`src/rtl/core/vnd_pkg.sv`:
```
// ----------------------------------------------------------------------------
// vnd_pkg - shared definitions for the varint number decoder
// Operation codes, field widths and the result record passed between stages.
// ----------------------------------------------------------------------------
package vnd_pkg;

    // Field widths fixed by the stream format.
    localparam int BYTE_W  = 8;
    localparam int OP_W    = 2;
    localparam int VALUE_W = 64;
    localparam int COUNT_W = 4;

    // Default limit on the length of one varint, in bytes.
    localparam int MAX_VARINT_BYTES_DEF = 10;

    // Bits carried by one varint byte and the continuation flag position.
    localparam int GROUP_W  = 7;
    localparam int CONT_POS = 7;

    // Bytes in the fixed-width integers.
    localparam logic [COUNT_W-1:0] FIXED32_BYTES = 4'd4;
    localparam logic [COUNT_W-1:0] FIXED64_BYTES = 4'd8;

    // Operation codes.
    localparam logic [OP_W-1:0] OP_UVARINT = 2'd0;
    localparam logic [OP_W-1:0] OP_SVARINT = 2'd1;
    localparam logic [OP_W-1:0] OP_FIXED32 = 2'd2;
    localparam logic [OP_W-1:0] OP_FIXED64 = 2'd3;

    // One decoded number.
    typedef struct packed {
        logic [VALUE_W-1:0] value;
        logic [COUNT_W-1:0] bytes_used;
        logic               too_long;
    } t_result;

endpackage

```
`src/rtl/core/vnd_step.sv`:
```
// ----------------------------------------------------------------------------
// vnd_step - per-byte decode step
// Holds the partial number and updates it with one byte per cycle while
// i_valid is high; flags a finished number together with its decoded result.
// ----------------------------------------------------------------------------
module vnd_step #(
    parameter int MAX_VARINT_BYTES = vnd_pkg::MAX_VARINT_BYTES_DEF
) (
    input  logic                         i_clk,
    input  logic                         i_rst_n,
    input  logic                         i_valid,
    input  logic [vnd_pkg::BYTE_W-1:0]   i_byte,
    input  logic [vnd_pkg::OP_W-1:0]     i_op,
    output logic                         o_valid,
    output vnd_pkg::t_result             o_result
);
    import vnd_pkg::*;

    localparam logic [COUNT_W-1:0] MaxBytes = COUNT_W'(MAX_VARINT_BYTES);
    localparam int SHIFT_W = $clog2(VALUE_W);

    logic [VALUE_W-1:0] r_acc, n_acc;
    logic [COUNT_W-1:0] r_cnt, n_cnt;
    logic [OP_W-1:0]    r_kind, n_kind;
    logic               r_in_num, n_in_num;

    logic [VALUE_W-1:0] cur_acc;
    logic [COUNT_W-1:0] cur_cnt;
    logic [OP_W-1:0]    cur_kind;
    logic [COUNT_W-1:0] count;
    logic [SHIFT_W-1:0] shift;
    logic [VALUE_W-1:0] group;
    logic [VALUE_W-1:0] half;
    logic               is_fixed;
    logic               cont;
    logic               done;
    t_result            res;

    always_comb begin
        // A new number starts from a cleared state and the current operation.
        cur_acc  = r_in_num ? r_acc  : '0;
        cur_cnt  = r_in_num ? r_cnt  : '0;
        cur_kind = r_in_num ? r_kind : i_op;

        is_fixed = (cur_kind == OP_FIXED32) || (cur_kind == OP_FIXED64);
        cont     = i_byte[CONT_POS];
        count    = cur_cnt + 1'b1;
        // Bit position of this group; at most nine groups precede it, so it fits.
        shift    = SHIFT_W'(cur_cnt) * SHIFT_W'(GROUP_W);
        group    = {{(VALUE_W-GROUP_W){1'b0}}, i_byte[GROUP_W-1:0]} << shift;
        half     = '0;

        res.value      = '0;
        res.bytes_used = count;
        res.too_long   = 1'b0;
        n_acc          = cur_acc;
        done           = 1'b0;

        if (is_fixed) begin
            // Big-endian: shift the byte in from the bottom.
            n_acc = {cur_acc[VALUE_W-BYTE_W-1:0], i_byte};
            if (cur_kind == OP_FIXED32) begin
                done      = (count >= FIXED32_BYTES);
                res.value = {{(VALUE_W-32){1'b0}}, n_acc[31:0]};
            end else begin
                done      = (count >= FIXED64_BYTES);
                res.value = n_acc;
            end
        end else begin
            // Little-endian 7-bit groups; groups past bit 63 are dropped.
            if (cur_cnt < 4'd10) begin
                n_acc = cur_acc | group;
            end
            done         = !cont || (count >= MaxBytes);
            res.too_long = cont;
            half         = n_acc >> 1;
            if (cur_kind == OP_SVARINT) begin
                res.value = n_acc[0] ? ~half : half;
            end else begin
                res.value = n_acc;
            end
        end

        // State update for an accepted byte.
        n_cnt    = r_cnt;
        n_kind   = r_kind;
        n_in_num = r_in_num;
        if (i_valid) begin
            n_kind = cur_kind;
            if (done) begin
                n_acc    = '0;
                n_cnt    = '0;
                n_in_num = 1'b0;
            end else begin
                n_cnt    = count;
                n_in_num = 1'b1;
            end
        end else begin
            n_acc = r_acc;
        end
    end

    // State registers.
    always_ff @(posedge i_clk) begin
        if (!i_rst_n) begin
            r_acc    <= '0;
            r_cnt    <= '0;
            r_kind   <= OP_UVARINT;
            r_in_num <= 1'b0;
        end else begin
            r_acc    <= n_acc;
            r_cnt    <= n_cnt;
            r_kind   <= n_kind;
            r_in_num <= n_in_num;
        end
    end

    assign o_valid  = i_valid && done;
    assign o_result = res;

endmodule

```
`src/rtl/core/vnd_out_buf.sv`:
```
// ----------------------------------------------------------------------------
// vnd_out_buf - result register with skid stage
// Holds finished results for the output side so that a stall there does not
// stop the decode step until both entries are in use.
// ----------------------------------------------------------------------------
module vnd_out_buf (
    input  logic             i_clk,
    input  logic             i_rst_n,
    input  logic             i_push,
    input  vnd_pkg::t_result i_result,
    output logic             o_space,
    output logic             o_valid,
    input  logic             i_ready,
    output vnd_pkg::t_result o_result
);
    import vnd_pkg::*;

    logic    r_out_valid;
    logic    r_skid_valid;
    t_result r_out;
    t_result r_skid;
    logic    pop;

    assign pop = r_out_valid && i_ready;

    // Valid flags.
    always_ff @(posedge i_clk) begin
        if (!i_rst_n) begin
            r_out_valid  <= 1'b0;
            r_skid_valid <= 1'b0;
        end else if (r_skid_valid) begin
            if (pop) begin
                r_skid_valid <= 1'b0;
            end
        end else if (i_push) begin
            if (!r_out_valid || pop) begin
                r_out_valid <= 1'b1;
            end else begin
                r_skid_valid <= 1'b1;
            end
        end else if (pop) begin
            r_out_valid <= 1'b0;
        end
    end

    // Payload registers.
    always_ff @(posedge i_clk) begin
        if (r_skid_valid) begin
            if (pop) begin
                r_out <= r_skid;
            end
        end else if (i_push) begin
            if (!r_out_valid || pop) begin
                r_out <= i_result;
            end else begin
                r_skid <= i_result;
            end
        end
    end

    assign o_space  = !r_skid_valid;
    assign o_valid  = r_out_valid;
    assign o_result = r_out;

endmodule

```
`src/rtl/core/varint_number_decoder_unit.sv`:
```
// ----------------------------------------------------------------------------
// varint_number_decoder_unit - varint, zigzag and fixed-width integer decoder
// Decodes one stream byte per cycle into 64-bit numbers while the skid entry is free.
//
//  Channel   Dir  tdata (low bit up)                     tuser
//  s_axis    in   data_byte[7:0]                          operation[1:0]
//  m_axis    out  value[63:0], bytes_used[67:64], pad 0   too_long
//
//  One byte is accepted per cycle while the skid entry is free. The decode
//  step is combinational between the byte register and the result register,
//  so a byte is registered on entry and its number on the way out.
//  Reset (synchronous, active low) clears the partial number and all valids.
//  A stall on the output fills the result register and its skid entry; the
//  input stays ready until both are full.
// ----------------------------------------------------------------------------
module varint_number_decoder_unit #(
    parameter int MAX_VARINT_BYTES = vnd_pkg::MAX_VARINT_BYTES_DEF
) (
    input  logic        i_clk,
    input  logic        i_rst_n,
    input  logic        s_axis_tvalid,
    output logic        s_axis_tready,
    input  logic [7:0]  s_axis_tdata,   // data_byte[7:0]
    input  logic [1:0]  s_axis_tuser,   // operation[1:0]
    output logic        m_axis_tvalid,
    input  logic        m_axis_tready,
    output logic [71:0] m_axis_tdata,   // value[63:0], bytes_used[67:64], zeros
    output logic        m_axis_tuser    // too_long
);
    import vnd_pkg::*;

    logic              r_in_valid;
    logic [BYTE_W-1:0] r_in_byte;
    logic [OP_W-1:0]   r_in_op;
    logic              advance;
    logic              space;
    logic              step_valid;
    t_result           step_result;
    t_result           out_result;

    assign advance       = r_in_valid && space;
    assign s_axis_tready = !r_in_valid || advance;

    // Input byte register.
    always_ff @(posedge i_clk) begin
        if (!i_rst_n) begin
            r_in_valid <= 1'b0;
        end else if (s_axis_tready) begin
            r_in_valid <= s_axis_tvalid;
        end
    end

    always_ff @(posedge i_clk) begin
        if (s_axis_tready && s_axis_tvalid) begin
            r_in_byte <= s_axis_tdata;
            r_in_op   <= s_axis_tuser;
        end
    end

    // Decode step.
    vnd_step #(
        .MAX_VARINT_BYTES(MAX_VARINT_BYTES)
    ) u_step (
        .i_clk    (i_clk),
        .i_rst_n  (i_rst_n),
        .i_valid  (advance),
        .i_byte   (r_in_byte),
        .i_op     (r_in_op),
        .o_valid  (step_valid),
        .o_result (step_result)
    );

    // Result register with skid entry.
    vnd_out_buf u_out (
        .i_clk    (i_clk),
        .i_rst_n  (i_rst_n),
        .i_push   (step_valid),
        .i_result (step_result),
        .o_space  (space),
        .o_valid  (m_axis_tvalid),
        .i_ready  (m_axis_tready),
        .o_result (out_result)
    );

    assign m_axis_tdata = {4'b0000, out_result.bytes_used, out_result.value};
    assign m_axis_tuser = out_result.too_long;

endmodule

```
`config.mk`:
```
export PLATFORM = sky130hd
export DESIGN_NAME = varint_number_decoder_unit
export DESIGN_NICKNAME = d
export VERILOG_FILES = /design/src/rtl/core/vnd_pkg.sv /design/src/rtl/core/vnd_step.sv /design/src/rtl/core/vnd_out_buf.sv /design/src/rtl/core/varint_number_decoder_unit.sv
export SDC_FILE = /design/constraint.sdc
export NUM_CORES = 1
export LEC_CHECK = 0
export ABC_AREA = 1
export BUFFER_PORTS_ARGS = -buffer_cell sky130_fd_sc_hd__buf_2
export CAP_MARGIN = 40
export CORE_UTILIZATION = 63
export CTS_CLUSTER_SIZE = 40
export DETAILED_ROUTE_END_ITERATION = 6
export PLACE_DENSITY_LB_ADDON = 0.12
export SYNTH_ARGS = -nofsm -noshare
export SYNTH_HDL_FRONTEND = slang
export SYNTH_SLANG_ARGS = --single-unit
```
`constraint.sdc`:
```
create_clock -name i_clk -period 16 [get_ports i_clk]
set_clock_uncertainty 0.1 [all_clocks]
set_input_delay 0.8 -clock i_clk [delete_from_list [all_inputs] [get_ports i_clk]]
set_output_delay 0.8 -clock i_clk [all_outputs]
set_load 0.01 [all_outputs]
```
# After elaboration in Yosys (flattened, before gate mapping)
# Cells that the tools add are included.
word_totals:
  reg_bits: 222
  latch_bits: 0
  ram_bits: 0
  rom_bits: 0
  in_bits: 14
  output_inout_bits: 75
  word_cells: 76
  mem_count: 0
op_classes:
  add_sub_neg: 1
  multipliers: 1
  div: 0
  order_cmp: 4
  n_eq_ne: 5
  n_shift: 1
  mux: 27
  bitwise_logic: 4
  reduce_logical: 18
op_table:
  columns: ["cell", "n"]
  rows:
  - ["two-way mux 64 bit", 9]
  - ["two-way mux 69 bit", 4]
  - ["inverter 63 -> 64 bit", 1]
  - ["OR 64 bit", 1]
  - ["<< shifter 7 x 6 -> 64 bit", 1]
  - ["two-way mux 1 bit", 11]
  - ["AND reduction 3 bit", 3]
  - [">= comparator 4 bit, second input constant", 2]
  - ["two-way mux 4 bit", 2]
  - ["multiplier 4 x 3 -> 6 bit, second input constant", 1]
  - ["nonzero test 2 bit", 3]
  - ["adder 4 x 1 -> 4 bit, second input constant", 1]
  - ["equality test 2 bit, second input constant", 2]
  - [">= comparator 4 x 3 -> 1 bit, second input constant", 1]
  - ["logical AND 1 bit", 4]
  - ["logical NOT 1 bit", 4]
  - ["logical OR 1 bit", 4]
  - ["less-than comparator 4 bit, second input constant", 1]
  - ["equality test 2 x 1 -> 1 bit, second input constant", 1]
  - ["two-way mux 2 bit", 1]
  - ["!= test 2 x 1 -> 1 bit, second input constant", 1]
  - ["!= test 2 bit, second input constant", 1]
  - ["inverter 1 bit", 2]

# Logic depth before layout (Yosys ltp)
# Gate-level depths: netlist (run 1).
depth:
  ltp_word: 13
  depth_mapped: 24
  depth_no_buf: 22

# Modules after synthesis
# A second synthesis (run 1) with hierarchy kept.
unflattened:
  cells_unflattened: 1647
  hier_area_um2: 12288.0
modules_own_cells:
  columns: ["module", "n_inst", "cells_per_inst", "area_each_um2", "seq_area_each_um2"]
  rows:
  - ["vnd_step", 1, 1242, 6707.7, 1421.4]
  - ["vnd_out_buf", 1, 381, 5187.5, 4184.0]
  - ["varint_number_decoder_unit", 1, 24, 392.9, 320.3]

# Worst setup path after synthesis (run 1)
# Ideal clock, no wire load.
synth_timing:
  kind: "register to register"
  from: "register u_step.r_in_num"
  to: "register u_out.r_out (netlist bit u_out.o_result[0]), enable pin"
  setup_ns: 0.519
  arrival_time_ns: 4.727
  t_required_ns: 15.381
  path_slack_ns: 10.654
  stages_incl_launch_ff: 10
  path_buffers: 1
  period_less_slack_ns: 5.346
  path_cell_list: "dfxtp_1 buf_6 nand2_4 inv_2 ha_1 inv_1 o31ai_4 nand2_2 nand3_1 a21oi_1"
synth_via:
  elab_chain_len: 8
  elab_cells_between_ends: 15
  classes_between: "add/sub: 1; order compare: 3; eq/ne: 2; mux: 4; reduce/logical: 5"
synth_rtl:
  columns: ["element", "line_no", "source"]
  rows:
  - ["start: declaration", "vnd_step.sv:25", "logic r_in_num, n_in_num;"]
  - ["start signal: assignment", "vnd_step.sv:114", "r_in_num <= n_in_num;"]
  - ["two-way mux 4 bit", "vnd_step.sv:42", "cur_cnt = r_in_num ? r_cnt : '0;"]
  - ["adder 4 x 1 -> 4 bit", "vnd_step.sv:47", "count = cur_cnt + 1'b1;"]
  - [">= comparator 4 bit, or another cell as far along", "vnd_step.sv:66", "done = (count >= FIXED64_BYTES);"]
  - ["two-way mux 1 bit or logical OR 1 bit (tied branches)", "vnd_step.sv:62, vnd_step.sv:74", null]
  - ["two-way mux 1 bit (*)", "vnd_step.sv:59", "if (is_fixed) begin"]
  - ["logical AND 1 bit (*)", "vnd_step.sv:118", "assign o_valid = i_valid && done;"]
  - ["nonzero test 2 bit (no line) (*)", null, null]
  - ["AND reduction 3 bit (no line) (*)", null, null]
  - ["end signal: assignment", "vnd_out_buf.sv:50", "r_out <= r_skid;"]
  - ["end signal: assignment", "vnd_out_buf.sv:54", "r_out <= i_result;"]
  - ["end: declaration", "vnd_out_buf.sv:20", "t_result r_out;"]
# Mark *: on every way between the ends. The rest lies on a longest branch, timed or not.
# A chain may end at the register's enable or synchronous reset.

# Worst setup path in the final report (run 1)
layout_timing:
  from: "register u_step.r_cnt[0]"
  to: "register u_out.r_out (netlist bit u_out.o_result[6]), data pin"
layout_via:
  elab_chain_len: 13
  elab_cells_between_ends: 14
  classes_between: "mul: 1; order compare: 1; shift: 1; mux: 9; bitwise: 2"
layout_rtl:
  columns: ["element", "line_no", "source"]
  rows:
  - ["start: declaration", "vnd_step.sv:23", "logic [COUNT_W-1:0] r_cnt, n_cnt;"]
  - ["start signal: assignment", "vnd_step.sv:112", "r_cnt <= n_cnt;"]
  - ["two-way mux 4 bit (*)", "vnd_step.sv:42", null]
  - ["multiplier 4 x 3 -> 6 bit", "vnd_step.sv:49", "shift = SHIFT_W'(cur_cnt) * SHIFT_W'(GROUP_W);"]
  - ["<< shifter 7 x 6 -> 64 bit", "vnd_step.sv:50", "group = {{(VALUE_W-GROUP_W){1'b0}}, i_byte[GROUP_W-1:0]} << shift;"]
  - ["OR 64 bit", "vnd_step.sv:72", "n_acc = cur_acc | group;"]
  - ["two-way mux 64 bit (*)", "vnd_step.sv:71", "if (cur_cnt < 4'd10) begin"]
  - ["two-way mux 64 bit (*)", "vnd_step.sv:59", null]
  - ["inverter 63 -> 64 bit", "vnd_step.sv:78", "res.value = n_acc[0] ? ~half : half;"]
  - ["two-way mux 64 bit", "vnd_step.sv:78", null]
  - ["two-way mux 64 bit (*)", "vnd_step.sv:77", "if (cur_kind == OP_SVARINT) begin"]
  - ["two-way mux 64 bit (*)", "vnd_step.sv:59", null]
  - ["two-way mux 69 bit (*)", "vnd_out_buf.sv:53", "if (!r_out_valid || pop) begin"]
  - ["two-way mux 69 bit (*)", "vnd_out_buf.sv:52", "end else if (i_push) begin"]
  - ["two-way mux 69 bit (*)", "vnd_out_buf.sv:48", "if (r_skid_valid) begin"]
# Mark *: on every way between the ends. The rest lies on a longest branch, timed or not. The select of a mux whose other input is x is not followed.

==> impl_metrics.yaml, run 1 <==
run_status:
  run_status: "finished clean"
worst_setup_path:
  critical_path.cell_chain: "nand2_4 > inv_2 > ha_1 > inv_1 > a21oi_1 > fa_1 > inv_1 > nor3_2 > nand3_2 > nand2_4 > nor2_4 > inv_2 > or2_2 > nand3_1 > o21ai_0"
  slowest_delay_ns: 0.76
  worstSetupStartpointType: "flop"
  timing.critical_path.buf_inv: 4
  worstPathMaxFanout: 35
  end_kind: "flop"
  crit_type: "flop to flop"
  crit_slowest_cell: "fa_1"
  cp_top_family: "simple AND/OR/NAND/NOR gates"
  cp.arrival_ns: 6.17
  worstPathRequired_ns: 16.14
sta:
  finalWorstSetupSlack_ns: 9.97
  min_period_ns: 6.03
  hold_viol_final: 0
  slew_viol_final: 0
  finalCritPeriodShare: 0.377
  maxSlewHeadroom: 0.386
  rsz0062_at_grt: "false"
  setup_viol: 0
  hold_ws_ns: 0.360
  final.setup.tns_ns: 0
  fmaxAchievable_mhz: 166
  worst_slew_pin_slew_ns: 0.921
drt:
  drtPass1Iterations: 6
  vias: 11800
  drt-vias-per-instance: 6.06
  avgRoutedWirePerCell_microns: 19.9
  wl_mm: 38.5
  ant_nets: 0
  drtIter0Drc: 1447
  drcViolationCount: 0
clocking:
  cts_max_level: 1
  post_cts_buffers: 0
  cts_made_buffers: 23
  cts-resized-gates: 0
  cts.sinks: 222
  tritoncts: "done"
  clk_pin_slew_ns: 0.06
  cts-root-buf: "clkbuf_16"
  clock_latency_ns: 0.52
  clockBufferDepth: 3
  ctsHoldBuffers: 0
yosys:
  yosysSeqAreaShare: 0.461
  ys_ff_latch: 222
  synth_top_cells_by_area: "edfxtp_1 (35%), nand2_1 (20%), dfxtp_1 (12%)"
  postSynth.asyncResetShare: 0
  yosysTopAreaCell: "edfxtp_1"
  synth_area_sq_um: 12800
  synth-main-ff-cell: "edfxtp_1"
  synth_edf_count: 148
  yosysWarnings: 0
  synth.distinct_cells: 50
  syn-mean-instance-area_sq_um: 7.89
  synth_top_area_share: 0.346
  syn_inst: 1628
cells_and_area:
  drive_above_1_share: 0.177
  multi_input_area_sq_um: 6130
  fin_cells: 1940
  post-route-cell-area_sq_um: 14100
  areaGrowthSynthToFinish_pct: 9.38
  seq_area_sq_um: 5930
  num-fill-cells: 1599
  layout.nets: 1680
  antenna_cells: 0
power:
  ir_worst_vdd_mv: 0.0778
  leakage_nw: 5.97
  powerDensity_nw_per_um2: 97.8
die:
  die_width_microns: 145
  die_h_microns: 145
  dieArea_sq_um: 21000
  rows: 51
  coreArea_sq_um: 19700
  start_util: 0.652
  pin_count: 89
grt:
  grt_pass1_vias: 10900
  grt_pass1_wl_mm: 59.8
  overflow: 0
  antenna_found_initial: 0
  grt_max_degree: 70
  grt_use_total: 0.377
hold_path:
  worst_hold_path_type: "input port to flop"
place:
  place_ws_ns: 10.10
  dp.cells: 1898
  dp_hpwl_mm: 25.7
  portBuffers: 84
  placed_area_sq_um: 13300
  routabilityCongestion: 0.952
flow_run:
  cap_violations: 0
[flip-flops by register name, indices dropped and copies added (netlist names)]
signal              flops
u_step.r_in_num         1
u_step.r_cnt            4
r_in_op                 2
u_out.r_skid_valid      1
r_in_valid              1
u_step.r_acc           64
u_out.r_skid           69
r_in_byte               8
u_out.o_valid           1
u_out.o_result         69
u_step.r_kind           2
[final cells by class]
class / count / area share
inverters: 73 / 0.0200
clock inverters: 11 / 0.00668
flip-flops and latches: 222 / 0.422
well taps: 265 / 0.0236
repair buffers: 104 / 0.0472
clock buffers: 31 / 0.0438
multi-input cells: 1234 / 0.437
[power breakdown]
group          switching (W)  total, W  internal, W  leakage [nW]
clock               0.000229  0.000517     0.000288         0.341
sequential        0.00000856  0.000646     0.000638          1.95
combinational       0.000153  0.000211    0.0000579          3.67
total               0.000390   0.00137     0.000984          5.97
[cells in the mapped netlist, types with 3 or more instances]
cell type and count:
clkbuf_1 58, a21oi_1 44, nand2_4 4, nand3_2 56, o21a_1 3, dfxtp_1 74, o21ai_2 5, nand3b_1 11
a22oi_1 7, nor2_1 47, buf_4 9, nand2_2 4, nand3_1 152, nand2_1 690, buf_2 17, inv_1 62
or2_1 7, o21ai_1 29, buf_1 10, a21oi_2 57, a21boi_1 3, ha_1 7, o21ai_0 27, a31oi_1 3
nand4_1 45, edfxtp_1 148, buf_12 4, nor2_2 5, inv_2 10
[layout by cell type (no fill, tap or decap), types with 11 or more instances in the layout]
cell and n:
o21ai_0 27, dfxtp_1 72, inv_2 11, nand3_1 152, buf_4 14, nand3_2 56
clkbuf_16 23, a21oi_1 43, nor2_1 47, edfxtp_1 148, a21oi_2 57, nand3b_1 11
buf_2 84, inv_1 61, nand4_1 45, nand2_1 689, o21ai_1 29
[stage by stage]
stage                     power, W  utilization
after floorplan           0.000806            -
after detailed placement  0.000862        0.677
after CTS                  0.00137        0.713
after global routing       0.00142        0.713
final                      0.00137        0.713
after global placement    0.000853        0.669
[worst paths after layout]
check	from	endpoint	slack, ns	cells past startpoint
min reg2reg	u_step.r_acc[5]	u_step.r_acc[5]	0.37	2
max reg2reg	u_step.r_cnt[0]	u_out.o_result[6]	9.97	15
max	u_step.r_cnt[0]	u_out.o_result[6]	9.97	15
min	s_axis_tdata[7]	r_in_byte[7]	0.36	1
[kinds of logic (layout without fill, tap and decap cells)]
| group | Yosys count | count (layout) | share of synthesized area |
|---|---|---|---|
| flops | 222 | 222 | 0.461 |
| fa+ha+maj | 8 | 8 | 0.00838 |
| other cells | 1 | 4 | 0.000292 |
| compound gates | 185 | 185 | 0.0968 |
| simple gates | 1033 | 1033 | 0.365 |
| buf+inv | 175 | 219 | 0.0640 |
| mux | 2 | 2 | 0.00253 |
| xor+xnor | 2 | 2 | 0.00195 |
[per-layer routing]
layer,global-route usage,vias to the layer above,share of wire
li1,-,5491,-
met1,0.547,5461,0.42
met2,0.567,703,0.44
met3,0.0517,98,0.11
met4,0.151,0,0.035
met5,0,-,0
Note: power is estimated with default switching activity, not from simulation.
==> run 2, diff against run 1 <==
Settings changed: CORE_UTILIZATION 63 to 61.
Clock period 16 ns to 6.1 ns, I/O delays scaled along.
==> impl_metrics.yaml, run 2 (synthesis results as in run 1) <==
clocking:
  cts-root-buf: "clkbuf_16"
  cts-resized-gates: 0
  clk_pin_slew_ns: 0.06
  cts_max_level: 1
  clock_latency_ns: 0.54
  cts.sinks: 222
  tritoncts: "done"
  clockBufferDepth: 3
  cts_made_buffers: 24
cells_and_area:
  layout.nets: 1697
  final_common_cell: "nand2_1"
  final_cell_mix: "nand2_1 (689), nand3_1 (152), edfxtp_1 (148), buf_2 (84), dfxtp_1 (72)"
  drive_above_1_share: 0.179
  areaGrowthSynthToFinish_pct: 11.0
  antenna_cells: 0
sta:
  maxSlewHeadroom: 0.387
  finalCritPeriodShare: 0.845
  setup_viol: 0
  fmaxAchievable_mhz: 194
  final.setup.tns_ns: 0
  slew_viol_final: 0
  rsz0062_at_grt: "false"
  finalWorstSetupSlack_ns: 0.943
  min_period_ns: 5.16
  hold_viol_final: 0
  worst_slew_pin_slew_ns: 0.918
worst_setup_path:
  crit_type: "flop to flop"
  slowest_delay_ns: 0.75
  crit_slowest_cell: "nor2_2"
  cpMostUsedCell: "nand2_1"
  cp.arrival_ns: 5.35
  worstSetupStartpointType: "flop"
  worstPathRequired_ns: 6.29
  critical_path.cell_chain: "nand2_4 > inv_2 > ha_1 > inv_1 > a21oi_1 > inv_1 > ha_1 > a21oi_1 > nand2_1 > nand2_1 > nand2_1 > nor2_2 > nand4_1 > nand3_1 > nand4_1 > nand2_1 > nand2_1"
  worstPathMaxFanout: 37
  end_kind: "flop"
grt:
  grt_pass1_wl_mm: 60.0
  overflow: 0
  grt_pass1_vias: 11000
  grt_max_degree: 70
  grt_use_total: 0.358
  antenna_found_initial: 0
drt:
  vias: 11700
  wl_mm: 38.4
  avgRoutedWirePerCell_microns: 19.6
  drtPass1Iterations: 7
  drt-vias-per-instance: 5.96
  drcViolationCount: 0
  drtIter0Drc: 1466
  ant_nets: 0
power:
  pwr-share-seq: 0.458
  clkPwrFrac: 0.394
  powerDensity_nw_per_um2: 260
  combPwrFrac: 0.148
  ir_worst_vdd_mv: 0.249
  swShare: 0.281
  leakage_nw: 6.06
  p_int_w: 0.00267
  switching_power_w: 0.00104
place:
  place_ws_ns: 1.06
  portBuffers: 84
  routabilityCongestion: 0.979
  dp_hpwl_mm: 25.5
die:
  dieArea_sq_um: 21600
  die_width_microns: 147
  coreArea_sq_um: 20400
  die_h_microns: 147
  rows: 52
  pin_count: 89
  start_util: 0.629
flow_run:
  cap_violations: 0
hold_path:
  worst_hold_path_type: "flop to flop"
run_status:
  run_status: "finished clean"
## run 2: critical path, delay by kind of cell, from the launching register on
family / cells / cell delay [ns]
adders and majority gates: 2 / 0.69
DFF: 1 / 0.62
AOI/OAI and AO/OA: 2 / 0.53
buffers and inverters: 3 / 0.61
and+or+nand+nor: 10 / 2.37
## run 2: through the flow
stage	power (W)	instances	hold WS [ns]	cell area, sq um	utilization
floorplan	0.00211	1631	0.304	12900	-
finish	0.00371	1963	0.371	14300	0.698
CTS	0.00371	1963	0.366	14300	0.698
global route	0.00382	1963	0.385	14300	0.698
global placement	0.00224	1901	0.354	13200	0.648
detailed placement	0.00226	1906	0.356	13300	0.653
## run 2: layout make-up
type                       count  area [sq um]
inverter                      73           282
sequential                   222          5930
multi-input combinational   1234          6130
fill                        1689          6170
timing repair buffer         120           788
clock buffer                  33           654
tap                          270           338
clock inverter                11           128
## run 2: final timing paths
check                  startpoint                 end  slack, ns  cells after the start
setup reg to reg  u_step.r_in_num  u_out.o_result[40]       0.94                     17
setup / recovery  u_step.r_in_num  u_out.o_result[40]       0.94                     17
hold / removal    u_step.r_acc[7]     u_step.r_acc[7]       0.37                      2
hold reg to reg   u_step.r_acc[7]     u_step.r_acc[7]       0.37                      2
## run 2: power groups by stage
| stage | registers, W | logic (W) | clock network, W |
|---|---|---|---|
| 6_report | 0.00170 | 0.000551 | 0.00146 |
| 5_1_grt | 0.00170 | 0.000600 | 0.00152 |
| 4_1_cts | 0.00170 | 0.000541 | 0.00147 |
| 3_5_place_dp | 0.00173 | 0.000531 | 0 |
| 3_3_place_gp | 0.00173 | 0.000512 | 0 |
| 2_1_floorplan | 0.00173 | 0.000381 | 0 |
## run 2: layer usage
| layer | track usage | wire [microns] |
|---|---|---|
| met4 | 0.129 | 1330 |
| met2 | 0.534 | 16900 |
| met3 | 0.0711 | 4220 |
| met5 | 0 | 0 |
| met1 | 0.518 | 15900 |
## run 2: repair_timing
| action | in CTS | in global routing |
|---|---|---|
| endpoints found under the hold margin | 15 | 0 |
| hold buffers | 13 | 0 |
| setup buffers | 0 | 0 |
==> run 3, diff against run 2 <==
Clock period 6.1 ns to 5.3 ns, I/O delays scaled along.
==> impl_metrics.yaml, run 3 (synthesis results as in run 1) <==
cells_and_area:
  drive_above_1_share: 0.181
  final_common_cell: "nand2_1"
  fin_util: 0.699
  layout.nets: 1700
  post-route-cell-area_sq_um: 14300
  final_cell_mix: "nand2_1 (689), nand3_1 (152), edfxtp_1 (148), buf_2 (84), dfxtp_1 (72)"
  areaGrowthSynthToFinish_pct: 11.2
  antenna_cells: 0
  fin_cells: 1967
grt:
  grt_pass1_vias: 11100
  grt_pass1_wl_mm: 61.8
  grt_use_total: 0.368
  antenna_found_initial: 0
  overflow: 0
  grt_max_degree: 80
sta:
  final.setup.tns_ns: 0
  hold_ws_ns: 0.350
  rsz0062_at_grt: "false"
  slew_viol_final: 0
  setup_viol: 0
  worst_slew_pin_slew_ns: 0.959
  finalCritPeriodShare: 0.869
  maxSlewHeadroom: 0.359
  hold_viol_final: 0
  fmaxAchievable_mhz: 217
  min_period_ns: 4.61
power:
  ir_worst_vdd_mv: 0.271
  powerDensity_nw_per_um2: 308
  leakage_nw: 6.08
drt:
  wl_mm: 39.4
  vias: 12000
  drtIter0Drc: 1595
  drt-vias-per-instance: 6.08
  ant_nets: 0
  drcViolationCount: 0
  avgRoutedWirePerCell_microns: 20.1
  drtPass1Iterations: 7
clocking:
  clockBufferDepth: 3
  post_cts_buffers: 0
  tritoncts: "done"
  cts.sinks: 222
  clock_latency_ns: 0.53
  clk_pin_slew_ns: 0.06
  cts_max_level: 1
  cts-root-buf: "clkbuf_16"
  cts_made_buffers: 25
die:
  die_width_microns: 147
  coreArea_sq_um: 20400
  die_h_microns: 147
  rows: 52
  pin_count: 89
  start_util: 0.629
  dieArea_sq_um: 21600
worst_setup_path:
  worstPathMaxFanout: 34
  worstPathRequired_ns: 5.48
  worstSetupStartpointType: "flop"
  rrSetupSlack_ns: 0.69
  cp.arrival_ns: 4.78
  end_kind: "flop"
  crit_type: "flop to flop"
place:
  placed_area_sq_um: 13300
  portBuffers: 84
  dp_hpwl_mm: 25.7
  dp.cells: 1908
  routabilityCongestion: 0.927
hold_path:
  worst_hold_path_type: "input port to flop"
run_status:
  run_status: "finished clean"
flow_run:
  cap_violations: 0
-- run 3: cell types whose count changed in the layout (fill, tap and decap cells not counted), sizes merged --
| cell | previous run | this run |
|---|---|---|
| bufinv | 2 | 4 |
| buf | 107 | 109 |
| inv | 73 | 75 |
| clkbuf | 33 | 31 |
-- run 3: report_power, final --
part | internal [W] | switching (W) | leakage (nW) | total [W]
combinational | 0.000180 | 0.000461 | 3.72 | 0.000640
clock | 0.00107 | 0.000732 | 0.404 | 0.00180
sequential | 0.00192 | 0.0000306 | 1.95 | 0.00196
total | 0.00318 | 0.00122 | 6.08 | 0.00440
-- run 3: final timing paths --
path	startpoint	end	depth (start not counted)
worst max register to register	u_step.r_in_num	u_out.o_result[61]	19
worst max-delay path	u_step.r_in_num	u_out.o_result[61]	19
worst min register to register	u_step.r_acc[12]	u_step.r_acc[12]	2
worst min-delay path	s_axis_tdata[7]	r_in_byte[7]	2
-- run 3: per-stage QoR --
step	setup WS (ns)	total power [W]
after floorplan	1.32	0.00243
after global placement	0.901	0.00259
after detailed placement	0.783	0.00260
after CTS	0.743	0.00439
after global routing	0.406	0.00452
final	0.694	0.00440
-- run 3: repair_timing --
| action | 4_1_cts | 5_1_grt |
|---|---|---|
| hold buffers | 13 | 0 |
| resized for setup | 0 | 0 |
| endpoints found under the hold margin | 16 | 0 |
| endpoints found under the setup margin | 0 | 0 |
-- run 3: metal layers --
layer | part of all wire | global-route usage
met5 | 0 | 0
met2 | 0.45 | 0.572
met4 | 0.026 | 0.100
met1 | 0.42 | 0.542
met3 | 0.10 | 0.0469
-- run 3: worst max-delay path, stage by stage, from the launching register on --
cell	delay, ns
dfxtp_4	0.57
nand2_4	0.21
inv_2	0.13
ha_1	0.25
xor2_1	0.19
ha_1	0.19
inv_1	0.06
fa_1	0.52
buf_4	0.25
inv_1	0.06
buf_4	0.21
nor3_2	0.24
nand3_2	0.17
nand2_4	0.18
nor2_4	0.05
buf_4	0.31
nand2_1	0.13
nand4_1	0.27
nand2_1	0.15
nand2_1	0.08
-- run 3: layout make-up --
class | count | area (sq um)
multi-input cells | 1234 | 6130
inverters | 73 | 282
fillers | 1656 | 6140
clock inverters | 15 | 195
repair buffers | 122 | 767
flip-flops and latches | 222 | 5930
well taps | 270 | 338
clock buffers | 31 | 648
